$ cat config.mk
export PLATFORM = sky130hd
export DESIGN_NAME = fence_motion_alarm_monitor
export DESIGN_NICKNAME = d
export VERILOG_FILES = /design/src/rtl/fmam_pkg.sv /design/src/rtl/fmam_debounce.sv /design/src/rtl/fmam_core.sv /design/src/rtl/fmam_evbuf.sv /design/src/rtl/fence_motion_alarm_monitor.sv
export SDC_FILE = /design/constraint.sdc
export NUM_CORES = 1
export LEC_CHECK = 0
export BUFFER_PORTS_ARGS = -buffer_cell sky130_fd_sc_hd__buf_2
export CORE_MARGIN = 2
export CORE_UTILIZATION = 45
export CTS_CLUSTER_SIZE = 28
export DETAILED_ROUTE_END_ITERATION = 7
export PLACE_DENSITY = 0.58
export SYNTH_ARGS = -nofsm -noshare
export SYNTH_HDL_FRONTEND = slang
export SYNTH_HIERARCHICAL = 1
export SYNTH_SLANG_ARGS = --single-unit
$ cat constraint.sdc
create_clock -name clk -period 15.7 [get_ports clk]
set_input_delay 1.57 -clock clk [delete_from_list [all_inputs] [get_ports clk]]
set_output_delay 1.57 -clock clk [all_outputs]
set_load 0.005 [all_outputs]
$ cat src/rtl/fmam_pkg.sv
package fmam_pkg;

  // Register widths and indexes
  localparam int CfgW = 24;
  localparam int CfgIdxW = 3;

  localparam logic [CfgIdxW-1:0] CFG_FENCE_DB   = 3'd0;
  localparam logic [CfgIdxW-1:0] CFG_MOTION_DB  = 3'd1;
  localparam logic [CfgIdxW-1:0] CFG_WARMUP     = 3'd2;
  localparam logic [CfgIdxW-1:0] CFG_COOLDOWN   = 3'd3;
  localparam logic [CfgIdxW-1:0] CFG_HEARTBEAT  = 3'd4;

  localparam logic [CfgW-1:0] FENCE_DB_RST  = 24'd750;
  localparam logic [CfgW-1:0] MOTION_DB_RST = 24'd200;
  localparam logic [CfgW-1:0] WARMUP_RST    = 24'd30000;
  localparam logic [CfgW-1:0] COOLDOWN_RST  = 24'd60000;
  localparam logic [CfgW-1:0] HEARTBEAT_RST = 24'd300000;

  // Item kinds
  localparam logic KIND_BOOT = 1'b0;

  // Event codes
  localparam logic [2:0] EV_BOOT          = 3'd0;
  localparam logic [2:0] EV_FENCE_BREAK   = 3'd1;
  localparam logic [2:0] EV_FENCE_RESTORE = 3'd2;
  localparam logic [2:0] EV_MOTION        = 3'd3;
  localparam logic [2:0] EV_MOTION_FENCE  = 3'd4;
  localparam logic [2:0] EV_HEARTBEAT     = 3'd5;

  localparam int MaxEv = 3;

  typedef struct packed {
    logic        kind;
    logic [31:0] now_ms;
    logic        fence_raw_broken;
    logic        motion_raw;
  } in_item_t;

  typedef struct packed {
    logic [2:0] event_code;
    logic       fence_broken;
    logic       motion_active;
    logic       last_of_run;
  } out_item_t;

  // Command to one debouncer
  typedef struct packed {
    logic apply;
    logic boot;
    logic level;
  } dbc_cmd_t;

  function automatic out_item_t mk_item(logic [2:0] code, logic fence, logic motion);
    out_item_t it;
    it.event_code    = code;
    it.fence_broken  = fence;
    it.motion_active = motion;
    it.last_of_run   = 1'b0;
    return it;
  endfunction

endpackage

$ cat src/rtl/fmam_debounce.sv
module fmam_debounce #(
  parameter int TIME_BITS = 32
) (
  input  logic                        clk,
  input  logic                        rst_n,
  input  fmam_pkg::dbc_cmd_t          cmd,
  input  logic [fmam_pkg::CfgW-1:0]   hold,
  input  logic [TIME_BITS-1:0]        now,
  output logic                        stable_q,
  output logic                        stable_d,
  output logic                        flip
);

  localparam int CmpW = (TIME_BITS > fmam_pkg::CfgW) ? TIME_BITS : fmam_pkg::CfgW;

  logic                 raw_r, raw_nxt;
  logic                 stable_r, stable_nxt;
  logic [TIME_BITS-1:0] chg_r, chg_nxt;
  logic [TIME_BITS-1:0] age;

  // Raw level tracking and hold-time check
  always_comb begin
    raw_nxt    = raw_r;
    stable_nxt = stable_r;
    chg_nxt    = chg_r;
    flip       = 1'b0;
    if (cmd.apply) begin
      if (cmd.boot) begin
        raw_nxt    = cmd.level;
        stable_nxt = cmd.level;
      end else begin
        if (cmd.level != raw_r) begin
          raw_nxt = cmd.level;
          chg_nxt = now;
        end
        if ((stable_r != raw_nxt) && (CmpW'(age) >= CmpW'(hold))) begin
          stable_nxt = raw_nxt;
          flip       = 1'b1;
        end
      end
    end
  end

  // wraps modulo 2^TIME_BITS; zero when the raw level changes on this beat
  assign age      = (cmd.level != raw_r) ? '0 : (now - chg_r);
  assign stable_q = stable_r;
  assign stable_d = stable_nxt;

  always_ff @(posedge clk) begin
    if (!rst_n) begin
      raw_r    <= 1'b0;
      stable_r <= 1'b0;
      chg_r    <= '0;
    end else begin
      raw_r    <= raw_nxt;
      stable_r <= stable_nxt;
      chg_r    <= chg_nxt;
    end
  end

endmodule

$ cat src/rtl/fmam_core.sv
module fmam_core #(
  parameter int TIME_BITS = 32
) (
  input  logic                                  clk,
  input  logic                                  rst_n,
  input  logic                                  cfg_we,
  input  logic [fmam_pkg::CfgIdxW-1:0]          cfg_idx,
  input  logic [fmam_pkg::CfgW-1:0]             cfg_wdata,
  input  logic                                  go,
  input  fmam_pkg::in_item_t                    item,
  output fmam_pkg::out_item_t [fmam_pkg::MaxEv-1:0] evs,
  output logic [1:0]                            ev_cnt
);

  localparam int CmpW = (TIME_BITS > fmam_pkg::CfgW) ? TIME_BITS : fmam_pkg::CfgW;
  localparam int NowW = (TIME_BITS > 32) ? TIME_BITS : 32;

  logic [fmam_pkg::CfgW-1:0] fence_db_r, motion_db_r, warmup_r, cooldown_r, hb_period_r;

  logic [TIME_BITS-1:0] boot_time_r, boot_time_nxt;
  logic [TIME_BITS-1:0] alert_time_r, alert_time_nxt;
  logic                 alert_seen_r, alert_seen_nxt;
  logic [TIME_BITS-1:0] hb_time_r, hb_time_nxt;

  logic [NowW-1:0]      now_ext;
  logic [TIME_BITS-1:0] now;
  logic                 is_boot;
  logic                 warm_ok, cool_ok, hb_due, alert;
  logic [TIME_BITS-1:0] warm_age, cool_age, hb_age;

  fmam_pkg::dbc_cmd_t fence_cmd, motion_cmd;
  logic f_q, f_d, f_flip;
  logic m_q, m_d, m_flip;

  // Configuration registers
  always_ff @(posedge clk) begin
    if (!rst_n) begin
      fence_db_r  <= fmam_pkg::FENCE_DB_RST;
      motion_db_r <= fmam_pkg::MOTION_DB_RST;
      warmup_r    <= fmam_pkg::WARMUP_RST;
      cooldown_r  <= fmam_pkg::COOLDOWN_RST;
      hb_period_r <= fmam_pkg::HEARTBEAT_RST;
    end else if (cfg_we) begin
      unique case (cfg_idx)
        fmam_pkg::CFG_FENCE_DB:  fence_db_r  <= cfg_wdata;
        fmam_pkg::CFG_MOTION_DB: motion_db_r <= cfg_wdata;
        fmam_pkg::CFG_WARMUP:    warmup_r    <= cfg_wdata;
        fmam_pkg::CFG_COOLDOWN:  cooldown_r  <= cfg_wdata;
        fmam_pkg::CFG_HEARTBEAT: hb_period_r <= cfg_wdata;
        default: ;
      endcase
    end
  end

  // Time base at TIME_BITS
  assign now_ext = NowW'(item.now_ms);
  assign now     = now_ext[TIME_BITS-1:0];
  assign is_boot = (item.kind == fmam_pkg::KIND_BOOT);

  assign warm_age = now - boot_time_r;
  assign cool_age = now - alert_time_r;
  assign hb_age   = now - hb_time_r;
  assign warm_ok  = CmpW'(warm_age) >= CmpW'(warmup_r);
  assign cool_ok  = CmpW'(cool_age) >= CmpW'(cooldown_r);
  assign hb_due   = !is_boot && (CmpW'(hb_age) >= CmpW'(hb_period_r));

  // Debouncer commands
  assign fence_cmd.apply  = go;
  assign fence_cmd.boot   = is_boot;
  assign fence_cmd.level  = item.fence_raw_broken;
  assign motion_cmd.apply = go && (is_boot || warm_ok);
  assign motion_cmd.boot  = is_boot;
  assign motion_cmd.level = is_boot ? 1'b0 : item.motion_raw;

  fmam_debounce #(.TIME_BITS(TIME_BITS)) u_fence (
    .clk      (clk),
    .rst_n    (rst_n),
    .cmd      (fence_cmd),
    .hold     (fence_db_r),
    .now      (now),
    .stable_q (f_q),
    .stable_d (f_d),
    .flip     (f_flip)
  );

  fmam_debounce #(.TIME_BITS(TIME_BITS)) u_motion (
    .clk      (clk),
    .rst_n    (rst_n),
    .cmd      (motion_cmd),
    .hold     (motion_db_r),
    .now      (now),
    .stable_q (m_q),
    .stable_d (m_d),
    .flip     (m_flip)
  );

  assign alert = !is_boot && m_flip && m_d && (!alert_seen_r || cool_ok);

  // Event list, in order of occurrence
  always_comb begin
    evs    = '0;
    ev_cnt = 2'd0;
    if (is_boot) begin
      evs[0] = fmam_pkg::mk_item(fmam_pkg::EV_BOOT, f_d, m_d);
      ev_cnt = 2'd1;
    end else begin
      if (f_flip) begin
        evs[ev_cnt] = fmam_pkg::mk_item(
          f_d ? fmam_pkg::EV_FENCE_BREAK : fmam_pkg::EV_FENCE_RESTORE, f_d, m_q);
        ev_cnt = ev_cnt + 2'd1;
      end
      if (alert) begin
        evs[ev_cnt] = fmam_pkg::mk_item(
          f_d ? fmam_pkg::EV_MOTION_FENCE : fmam_pkg::EV_MOTION, f_d, m_d);
        ev_cnt = ev_cnt + 2'd1;
      end
      if (hb_due) begin
        evs[ev_cnt] = fmam_pkg::mk_item(fmam_pkg::EV_HEARTBEAT, f_d, m_d);
        ev_cnt = ev_cnt + 2'd1;
      end
    end
  end

  // Timestamp state
  always_comb begin
    boot_time_nxt  = boot_time_r;
    alert_time_nxt = alert_time_r;
    alert_seen_nxt = alert_seen_r;
    hb_time_nxt    = hb_time_r;
    if (go) begin
      if (is_boot) begin
        boot_time_nxt = now;
        hb_time_nxt   = now;
      end else begin
        if (alert) begin
          alert_time_nxt = now;
          alert_seen_nxt = 1'b1;
        end
        if (hb_due) begin
          hb_time_nxt = now;
        end
      end
    end
  end

  always_ff @(posedge clk) begin
    if (!rst_n) begin
      boot_time_r  <= '0;
      alert_time_r <= '0;
      alert_seen_r <= 1'b0;
      hb_time_r    <= '0;
    end else begin
      boot_time_r  <= boot_time_nxt;
      alert_time_r <= alert_time_nxt;
      alert_seen_r <= alert_seen_nxt;
      hb_time_r    <= hb_time_nxt;
    end
  end

endmodule

$ cat src/rtl/fmam_evbuf.sv
module fmam_evbuf (
  input  logic                                  clk,
  input  logic                                  rst_n,
  input  logic                                  load,
  input  fmam_pkg::out_item_t [fmam_pkg::MaxEv-1:0] evs,
  input  logic [1:0]                            ev_cnt,
  output logic                                  free,
  output logic                                  out_valid,
  input  logic                                  out_stall,
  output fmam_pkg::out_item_t                   out_data
);

  fmam_pkg::out_item_t [fmam_pkg::MaxEv-1:0] evs_r;
  logic [1:0] rem_r, rem_nxt;
  logic [1:0] idx_r, idx_nxt;
  logic       take;
  fmam_pkg::out_item_t cur;

  assign out_valid = (rem_r != 2'd0);
  assign take      = out_valid && !out_stall;
  // buffer can take a new run once its last beat leaves
  assign free      = !out_valid || (take && rem_r == 2'd1);

  // Beat selection
  always_comb begin
    unique case (idx_r)
      2'd1:    cur = evs_r[1];
      2'd2:    cur = evs_r[2];
      default: cur = evs_r[0];
    endcase
    out_data             = cur;
    out_data.last_of_run = (rem_r == 2'd1);
  end

  always_comb begin
    rem_nxt = rem_r;
    idx_nxt = idx_r;
    if (load) begin
      rem_nxt = ev_cnt;
      idx_nxt = 2'd0;
    end else if (take) begin
      rem_nxt = rem_r - 2'd1;
      idx_nxt = idx_r + 2'd1;
    end
  end

  always_ff @(posedge clk) begin
    if (!rst_n) begin
      rem_r <= 2'd0;
      idx_r <= 2'd0;
    end else begin
      rem_r <= rem_nxt;
      idx_r <= idx_nxt;
    end
  end

  always_ff @(posedge clk) begin
    if (load) begin
      evs_r <= evs;
    end
  end

endmodule

$ cat src/rtl/fence_motion_alarm_monitor.sv
// An accepted input beat passes the input register, then the result buffer,
// before its first result beat. Throughput, while out_stall is low: one input
// beat per cycle when it yields at most one result; an input with n results (up
// to 3) holds the buffer until its last beat leaves, one beat per cycle.
// Reset: synchronous, active low; clears control state, loads register defaults.
module fence_motion_alarm_monitor #(
  parameter int TIME_BITS = 32
) (
  input  logic                              clk,
  input  logic                              rst_n,
  input  logic                              in_valid,
  output logic                              in_stall,
  input  fmam_pkg::in_item_t                in_data,
  output logic                              out_valid,
  input  logic                              out_stall,
  output fmam_pkg::out_item_t               out_data,
  input  logic                              cfg_valid,
  output logic                              cfg_ready,
  input  logic [fmam_pkg::CfgIdxW-1:0]      cfg_index,
  input  logic [fmam_pkg::CfgW-1:0]         cfg_data
);

  fmam_pkg::in_item_t in_r;
  logic               in_vld_r, in_vld_nxt;
  logic               in_take, go, buf_free;
  fmam_pkg::out_item_t [fmam_pkg::MaxEv-1:0] evs;
  logic [1:0]         ev_cnt;

  assign cfg_ready = 1'b1;

  // Input register
  assign go         = in_vld_r && buf_free;
  assign in_stall   = in_vld_r && !buf_free;
  assign in_take    = in_valid && !in_stall;
  assign in_vld_nxt = in_take || (in_vld_r && !go);

  always_ff @(posedge clk) begin
    if (!rst_n) begin
      in_vld_r <= 1'b0;
    end else begin
      in_vld_r <= in_vld_nxt;
    end
  end

  always_ff @(posedge clk) begin
    if (in_take) begin
      in_r <= in_data;
    end
  end

  fmam_core #(.TIME_BITS(TIME_BITS)) u_core (
    .clk       (clk),
    .rst_n     (rst_n),
    .cfg_we    (cfg_valid && cfg_ready),
    .cfg_idx   (cfg_index),
    .cfg_wdata (cfg_data),
    .go        (go),
    .item      (in_r),
    .evs       (evs),
    .ev_cnt    (ev_cnt)
  );

  fmam_evbuf u_evbuf (
    .clk       (clk),
    .rst_n     (rst_n),
    .load      (go),
    .evs       (evs),
    .ev_cnt    (ev_cnt),
    .free      (buf_free),
    .out_valid (out_valid),
    .out_stall (out_stall),
    .out_data  (out_data)
  );

endmodule
# Word-level counts from Yosys, hierarchy flattened
# Index checks and enable logic that the tools add are counted.
# word_totals
regBits	343
out_inout_bits	9
wordCells	153
# op_classes
addsub	9
n_lt_le_gt_ge	9
eq_ne	12
n_mux	48
n_bitwise	2
reduce_logical	39
# ops
op	count
32-bit by 24-bit >= comparator with 1-bit output	5
32-bit subtractor	5
32-bit 2-to-1 mux	4
18-bit 2-to-1 mux	3
18-bit bitwise mux	2
6-bit demux with 2-bit select	2
6-bit 2-to-1 mux	4
1-bit 2-to-1 mux	22
2-bit 2-to-1 mux	8
1-bit logical AND	15
2-bit AND reduction	7
6-bit case mux with 2 select lines	1
3-bit AND reduction	3
2-bit by 1-bit adder with 2-bit output (second input constant)	3
3-bit by 2-bit equality test with 1-bit output (second input constant)	2
1-bit logical NOT	6
2-bit by 3-bit < comparator with 1-bit output (second input constant)	2
3-bit 2-to-1 mux	2
2-bit by 1-bit equality test with 1-bit output (second input constant)	2
2-bit by 1-bit >= comparator with 1-bit output (second input constant)	2
1-bit logical OR	4
1-bit inequality test	4
2-bit nonzero test	2
3-bit by 1-bit equality test with 1-bit output (second input constant)	1
other kinds (7)	8

# Longest topological paths before layout
# Gate-level depths: netlist of run 1.
# depth
depth_word	24
depth_mapped	33
mapped_depth_nobuf	33

# Cells and area by module
# Netlist of run 1, hierarchy kept.
# by_module_without_submodules
mod	instances	cells_per_inst	area_per_inst_um2
fmam_core	1	2013	15389.8
fmam_debounce (u_core.u_fence)	1	591	4199.0
fmam_debounce (u_core.u_motion)	1	558	3965.1
fence_motion_alarm_monitor	1	42	1116.1
fmam_evbuf	1	60	788.3

# Worst setup path before layout of run 1
# No wires, ideal clock.
# synth_timing
kind	register to register
from	register in_r[3] (netlist name)
to	register u_evbuf/evs_r[1] (netlist name) (data pin)
setup_time_ns	0.260
arrival_ns	5.757
t_required_ns	15.440
path_slack_ns	9.683
path_stages_with_launch	26
period_less_slack_ns	6.017
path_cell_list	edfxtp_1 > ha_1 > nor2b_1 > o31a_1 > o21ai_0 > a2111o_1 > a21o_1 > a211oi_1 > nor3_1 > xnor2_1 > ha_1 > a2111oi_0 > o21ai_0 > nor4_1 > o21ai_0 > nor2_1 > nand4_1 > o41a_1 > a21oi_1 > o311a_1 > nand3_1 > nor2_1 > inv_1 > ha_1 > a21oi_1 > mux2_2
# synth_rtl
item	line	source
from (decl)	fence_motion_alarm_monitor.sv:23	fmam_pkg::in_item_t in_r;
from (signal assigned)	fence_motion_alarm_monitor.sv:47	in_r <= in_data;
to (signal assigned)	fmam_evbuf.sv:59	evs_r <= evs;
to (decl)	fmam_evbuf.sv:13	fmam_pkg::out_item_t [fmam_pkg::MaxEv-1:0] evs_r;

==> results of run 1 <==
## layout make-up
cell class / count / share of cell area, %
clock buffer: 53 / 4.20
clock inverter: 24 / 0.812
inverter: 328 / 4.44
multi-input combinational: 2459 / 59.0
sequential: 340 / 26.4
tap: 756 / 3.41
timing repair buffer: 90 / 1.80
## metal layers
metal	share of wire, %	routed length [um]	GRT usage, %	vias up
met5	0	0	0	-
met4	2.7	2010	6.83	0
met3	4.7	3490	3.34	128
met2	46	34600	42.5	537
met1	46	34700	33.4	10715
li1	-	-	-	11243
## registers in the layout, summed over array words and instances, names as in the netlist
signal and flops:
u_core/u_fence/raw_r 1, u_evbuf/rem_r 2, u_core/u_motion/chg_r 32, u_core/hb_time_r 32
u_core/u_fence/chg_r 32, in_vld_r 1, u_core/u_fence/stable_q 1, u_core/u_motion/raw_r 1
u_core/hb_period_r 24, u_core/motion_db_r 24, u_core/fence_db_r 24, u_core/boot_time_r 32
in_r 35, u_core/u_motion/stable_q 1, u_evbuf/idx_r 2, u_evbuf/evs_r 15
u_core/alert_seen_r 1, u_core/cooldown_r 24, u_core/alert_time_r 32, u_core/warmup_r 24
## power groups by stage
| stage | sequential, mW | clock (mW) | combinational [mW] |
|---|---|---|---|
| finish | 0.969 | 0.979 | 0.876 |
| global route | 0.975 | 1.04 | 0.976 |
| CTS | 0.969 | 1.01 | 0.867 |
| detailed placement | 0.987 | 0 | 0.861 |
| global placement | 0.986 | 0 | 0.845 |
| floorplan | 0.969 | 0 | 0.635 |
## final timing paths
check	depth (start not counted)	to	start
max	25	u_evbuf/evs_r[1]	in_r[3]
min	2	u_core/alert_time_r[18]	u_core/alert_time_r[18]
max reg2reg	25	u_evbuf/evs_r[1]	in_r[3]
min reg2reg	2	u_core/alert_time_r[18]	u_core/alert_time_r[18]
## worst min-delay path, delay by kind of cell, from the launching register on
family        cells  cell delay, ns
simple gates      1            0.05
mux               1            0.05
flops             1            0.30
==> metrics.md, run 1 <==
| Metric | Value |
|---|---|
| Outcome | finished clean |
| Final Critical Period | just over 7 ns |
| Placer Congestion | 0.972 |
| Comb power frac | 31.0% |
| Die X | 242 um |
| Hold Crit Class | reg -> reg |
| Hpwl dp | 57300 um |
| DR pass1 iterations | 5 |
| Vias in the first global route | 21743 |
| Switching Share | 34.5% |
| Clk sinks | 340 |
| Commonest non-fill, non-tap cells in the layout | nand2_1, inv_1, dfxtp_1, ha_1, a21oi_1 |
| Fmax | ~0.14 GHz |
| First-pass GRT wire length | 118000 um |
| Maximum vdd drop | 0.103 mV |
| Full die area | 58400 um2 |
| Synth Cell Area | 25400 um2 |
| Final worst setup slack | 8.54 ns |
| Total CTS buffers | 42 |
| 1st-iter DRT viols | 1265 |
| Sequential share of power | 34.3% |
| Crit-path max FO | 14 |
| Initial core utilization | a little under half |
| Antenna violations before repair | 1 |
| WL/cell | 18.5 um |
| Post-Syn Area per Cell | between 7 and 8 um2 |
| Residual DRC count | 0 |
| Dpl cells | 3973 |
| Final max-slew violation count | 0 |
| TNS Setup | 0 ns |
| ANT nets after route | 0 |
| RSZ-0062 raised after global routing | no |
| Area of the multi-input gates | 16400 um2 |
| Crit path capture type | register |
| Fin area | 27700 um2 |
| Max incr delay on CP | 0.70 ns |
| Lkg Pwr | 10.5 nW |
| Pwr per Cell Area | approximately 100 nW/um2 |
| FF-to-FF setup slack | approximately 8.5 ns |
| Post-layout util | 49.4% |
| Gates resized, CTS repair | 0 |
| Setup bufs post-CTS | 0 |
| Mapped Nets | 3623 |
| Grt ovf | 0 |
| Worst Skew | about 0.032 ns |
| Fill count | between 5000 and 6000 |
| Row cnt | 87 |
| Max Root-Sink Buffers | 3 |
| Die extent in y | 242 um |
| Clock Latency Late Sink | 0.59 ns |
| Slew margin rel. | 24.0% |
| Register area | 7310 um2 |
| Ant. Diodes | 0 |
| Placed Area | 26300 um2 |
| CP required | 16.02 ns |
| Critical-path top delay cell | edfxtp_1 |
| Io pins | 76 |
| Hold WS | 0.452 ns |
| Clk pin slew, worst setup/hold paths | around 0.060 ns |
| Total track usage | 25.0% |
| Share of layout cells above drive strength 1 | 6.50% |
| WP buf/inv | 1 |
| Cell Int Power | 1.85 mW |
| Final period util | 45.6% |
| CP arrival | 7.48 ns |
| Critical path type | reg -> reg |
| Core area | between 50000 and 60000 um2 |
| Critical path startpoint category | register |
| Root Driver | clkbuf_16 |
| Setup slack at placement | 8.68 ns |
| CTS tree | built |
| Layout Cells excl Fill | 4050 |
| Design Power | 2.82 mW |
| Maxcap violations | 0 |
| Port bufs | 74 |
| Critical path's top delay family | compound AO/OA/AOI/OAI gates |
| Vias | 22623 |
| Switch Pwr | just under 1 mW |
| Synth warn | 6 |
| # setup viols final | 0 |
| Syn-to-layout area delta | 9.02% |
| CTS H-Tree Depth | 2 |
| Total Routed Length | about 75000 um |
| Commonest non-fill, non-tap cell in the layout | nand2_1 |
| Final Hold Viols | 0 |
| Vias per cell | 5.59 |
| CTS Hold Bufs | 0 |
| Largest net degree at the start of global routing | 136 |
| Nets | 3623 |
| Worst Max-Slew Pin Slew | 1.14 ns |
| Cells after synthesis | 3261 |
| Clock network fraction of design power | about a third |
Power figures use the tool's default switching activity.
==> inputs of run 2 (changes only) <==
PLACE_DENSITY = 0.6   (was 0.58)
clock period = 6.4 ns   (was 15.7 ns; I/O delays follow)
==> run 2 against run 1 <==
Maximum frequency grew 19%. Global-route usage shrank 0.45 points. Cell count grew 1.2%. Sequential share of layout area shrank 0.45 points. Count of clock-buffer cells in the layout grew 11. Combinational power grew to 2.5 times the previous value. Sequential power grew 140%. Clock power grew 140%. Setup slack lost 8.1 ns. First-iteration DRC count grew 7.7%. Wire length shrank 0.86%. Via count is essentially flat.
==> metrics.md, run 2 (synthesized netlist as in run 1, its figures left out) <==
| Metric | Value |
|---|---|
| Outcome | finished clean (unchanged) |
| Total Routed Length | 74200 um (was 74800 um) |
| Maxcap violations | 0 (unchanged) |
| Grt ovf | 0 (unchanged) |
| CP arrival | 6.33 ns (was 7.48 ns) |
| Hpwl dp | 57300 um (about the same) |
| Clk pin slew, worst setup/hold paths | 0.06 ns (about the same) |
| Die extent in y | 242 um (unchanged) |
| Placer Congestion | 0.944 (was 0.972) |
| CP required | 6.72 ns (was 16.02 ns) |
| Placed Area | 26700 um2 (was 26300 um2) |
| Total CTS buffers | 42 (unchanged) |
| Final max-slew violation count | 0 (unchanged) |
| Syn-to-layout area delta | 10.9% (was 9.02%) |
| Hold WS | 0.227 ns (was 0.452 ns) |
| First-pass GRT wire length | 116000 um (was 118000 um) |
| Final Critical Period | 6.01 ns (was 7.16 ns) |
| Critical path type | reg -> reg (unchanged) |
| Port bufs | 74 (unchanged) |
| DR pass1 iterations | 7 (was 5) |
| CTS Hold Bufs | 0 (unchanged) |
| Hold Crit Class | in -> reg (was reg -> reg) |
| Critical path's top delay family | compound AO/OA/AOI/OAI gates (unchanged) |
| Largest reg by FF count | in_r (unchanged) |
| Crit Reg-Reg Endpoint | u_evbuf/evs_r[7] (was u_evbuf/evs_r[1]) |
| Io pins | 76 (unchanged) |
| Worst Max-Slew Pin Slew | 1.23 ns (was 1.14 ns) |
| Critical path startpoint category | register (unchanged) |
| Final period util | 93.9% (was 45.6%) |
| Commonest non-fill, non-tap cells in the layout | nand2_1, inv_1, dfxtp_1, ha_1, a21oi_1 (unchanged) |
| Commonest non-fill, non-tap cell in the layout | nand2_1 (unchanged) |
| Post-layout util | 50.2% (was 49.4%) |
| Vias in the first global route | 21602 (was 21743) |
| Cell mode on critical path | ha_1 |
| Clk sinks | 340 (unchanged) |
| Area of the multi-input gates | 16400 um2 (about the same) |
| Die X | 242 um (unchanged) |
| Residual DRC count | 0 (unchanged) |
| Vias per cell | 5.52 (was 5.59) |
| Layout Cells excl Fill | 4100 (was 4050) |
| WP buf/inv | 1 (unchanged) |
| Share of layout cells above drive strength 1 | 8.17% (was 6.50%) |
| Root Driver | clkbuf_16 (unchanged) |
| Crit path capture type | register (unchanged) |
| Largest register FFs | 35 (unchanged) |
| Fmax | 0.166 GHz (was 0.140 GHz) |
| Nets | 3673 (was 3623) |
| Crit-path max FO | 5 (was 14) |
| Max Root-Sink Buffers | 3 (unchanged) |
| CTS H-Tree Depth | 2 (unchanged) |
| Fin area | 28200 um2 (was 27700 um2) |
| CTS tree | built (unchanged) |
| ANT nets after route | 0 (unchanged) |
| Pwr per Cell Area | 245 nW/um2 (was 102 nW/um2) |
| Antenna violations before repair | 2 (was 1) |
| Worst Skew | 0.0294 ns (was 0.0322 ns) |
| Register area | 7310 um2 (unchanged) |
| Clock Latency Late Sink | 0.59 ns (about the same) |
| Critical-path top delay cell | edfxtp_1 (unchanged) |
| Worst Hold Depth | 1 (was 2) |
| Largest net degree at the start of global routing | 190 (was 136) |
| Total track usage | 24.6% (was 25.0%) |
| Max incr delay on CP | 0.48 ns (was 0.70 ns) |
| # setup viols final | 0 (unchanged) |
| WL/cell | 18.1 um (was 18.5 um) |
| Slew margin rel. | 18.1% (was 24.0%) |
| 1st-iter DRT viols | 1363 (was 1265) |
| Row cnt | 87 (unchanged) |
| Dpl cells | 4017 (was 3973) |
| Core area | 56200 um2 (unchanged) |
| FF-to-FF setup slack | 0.39 ns (was 8.54 ns) |
| Final Hold Viols | 0 (unchanged) |
| Full die area | 58400 um2 (unchanged) |
| Worst Hold End | in_r[17] (was u_core/alert_time_r[18]) |
| Hold Crit Start | in_data[17] (was u_core/alert_time_r[18]) |
| Fill count | 5516 (was 5567) |
| Lkg Pwr | 10.8 nW (was 10.5 nW) |
| Worst r2r src | in_r[3] (unchanged) |
| Maximum vdd drop | 0.180 mV (was 0.103 mV) |
| Initial core utilization | 45.3% (unchanged) |
| Vias | 22618 (was 22623) |
| R2R cell count | 25 (unchanged) |
-- run 2: worst max-delay path by stage --
stage,startpoint,endpoint,slack [ns],depth (start not counted)
after global routing,in_r[2],u_evbuf/evs_r[7],-0.01,28
after CTS,in_r[2],u_evbuf/evs_r[7],0.07,28
after floorplan,in_r[3],u_evbuf/evs_r[1],0.38,25
after global placement,in_r[2],u_evbuf/evs_r[7],0.21,28
after detailed placement,in_r[2],u_evbuf/evs_r[7],0.13,28
final,in_r[3],u_evbuf/evs_r[7],0.39,25
-- run 2: worst register-to-register path, delay by kind of cell, from the launching register on --
family          cells  cell delay, ns
fa+ha+maj           3            0.82
xor+xnor            1            0.14
mux                 1            0.35
compound gates     11            2.70
flops               1            0.48
simple gates        8            1.18
buf+inv             1            0.07
-- run 2: stage by stage --
stage	worst slack (ns)	power (mW)	TNS [ns]
after floorplan	0.383	3.93	0
after global placement	0.208	4.51	0
after detailed placement	0.128	4.54	0
after global routing	-0.0142	7.31	-0.0223
after CTS	0.0702	6.94	0
final	0.392	6.92	0
-- run 2: repair_timing --
item / in CTS / in global routing
endpoints found under the hold margin: 0 / 0
endpoints found under the setup margin: 0 / 45
setup buffers: 0 / 6
resized for setup: 0 / 23
-- run 2: final cells by class --
type                            count  share of cell area (%)
Tap cell                          756                    3.35
Timing Repair Buffer              140                    3.28
Clock inverter                     12                   0.404
Inverter                          328                    4.36
Antenna cell                        1                 0.00887
Clock buffer                       64                    4.49
Multi-Input combinational cell   2459                    58.2
Sequential cell                   340                    25.9
-- run 2: report_power, final --
| group | leakage (nW) | switching (mW) | internal [mW] | total, mW |
|---|---|---|---|---|
| sequential | 2.84 | 0.0740 | 2.27 | 2.35 |
| combinational | 7.26 | 1.32 | 0.880 | 2.20 |
| clock | 0.671 | 0.967 | 1.41 | 2.37 |
| total | 10.8 | 2.36 | 4.56 | 6.92 |
-- run 2: metal layers --
layer | global-route usage, % | share of wire [%]
met5 | 0 | 0
met2 | 41.6 | 46
met4 | 7.77 | 3.1
met3 | 2.52 | 3.9
met1 | 33.0 | 47
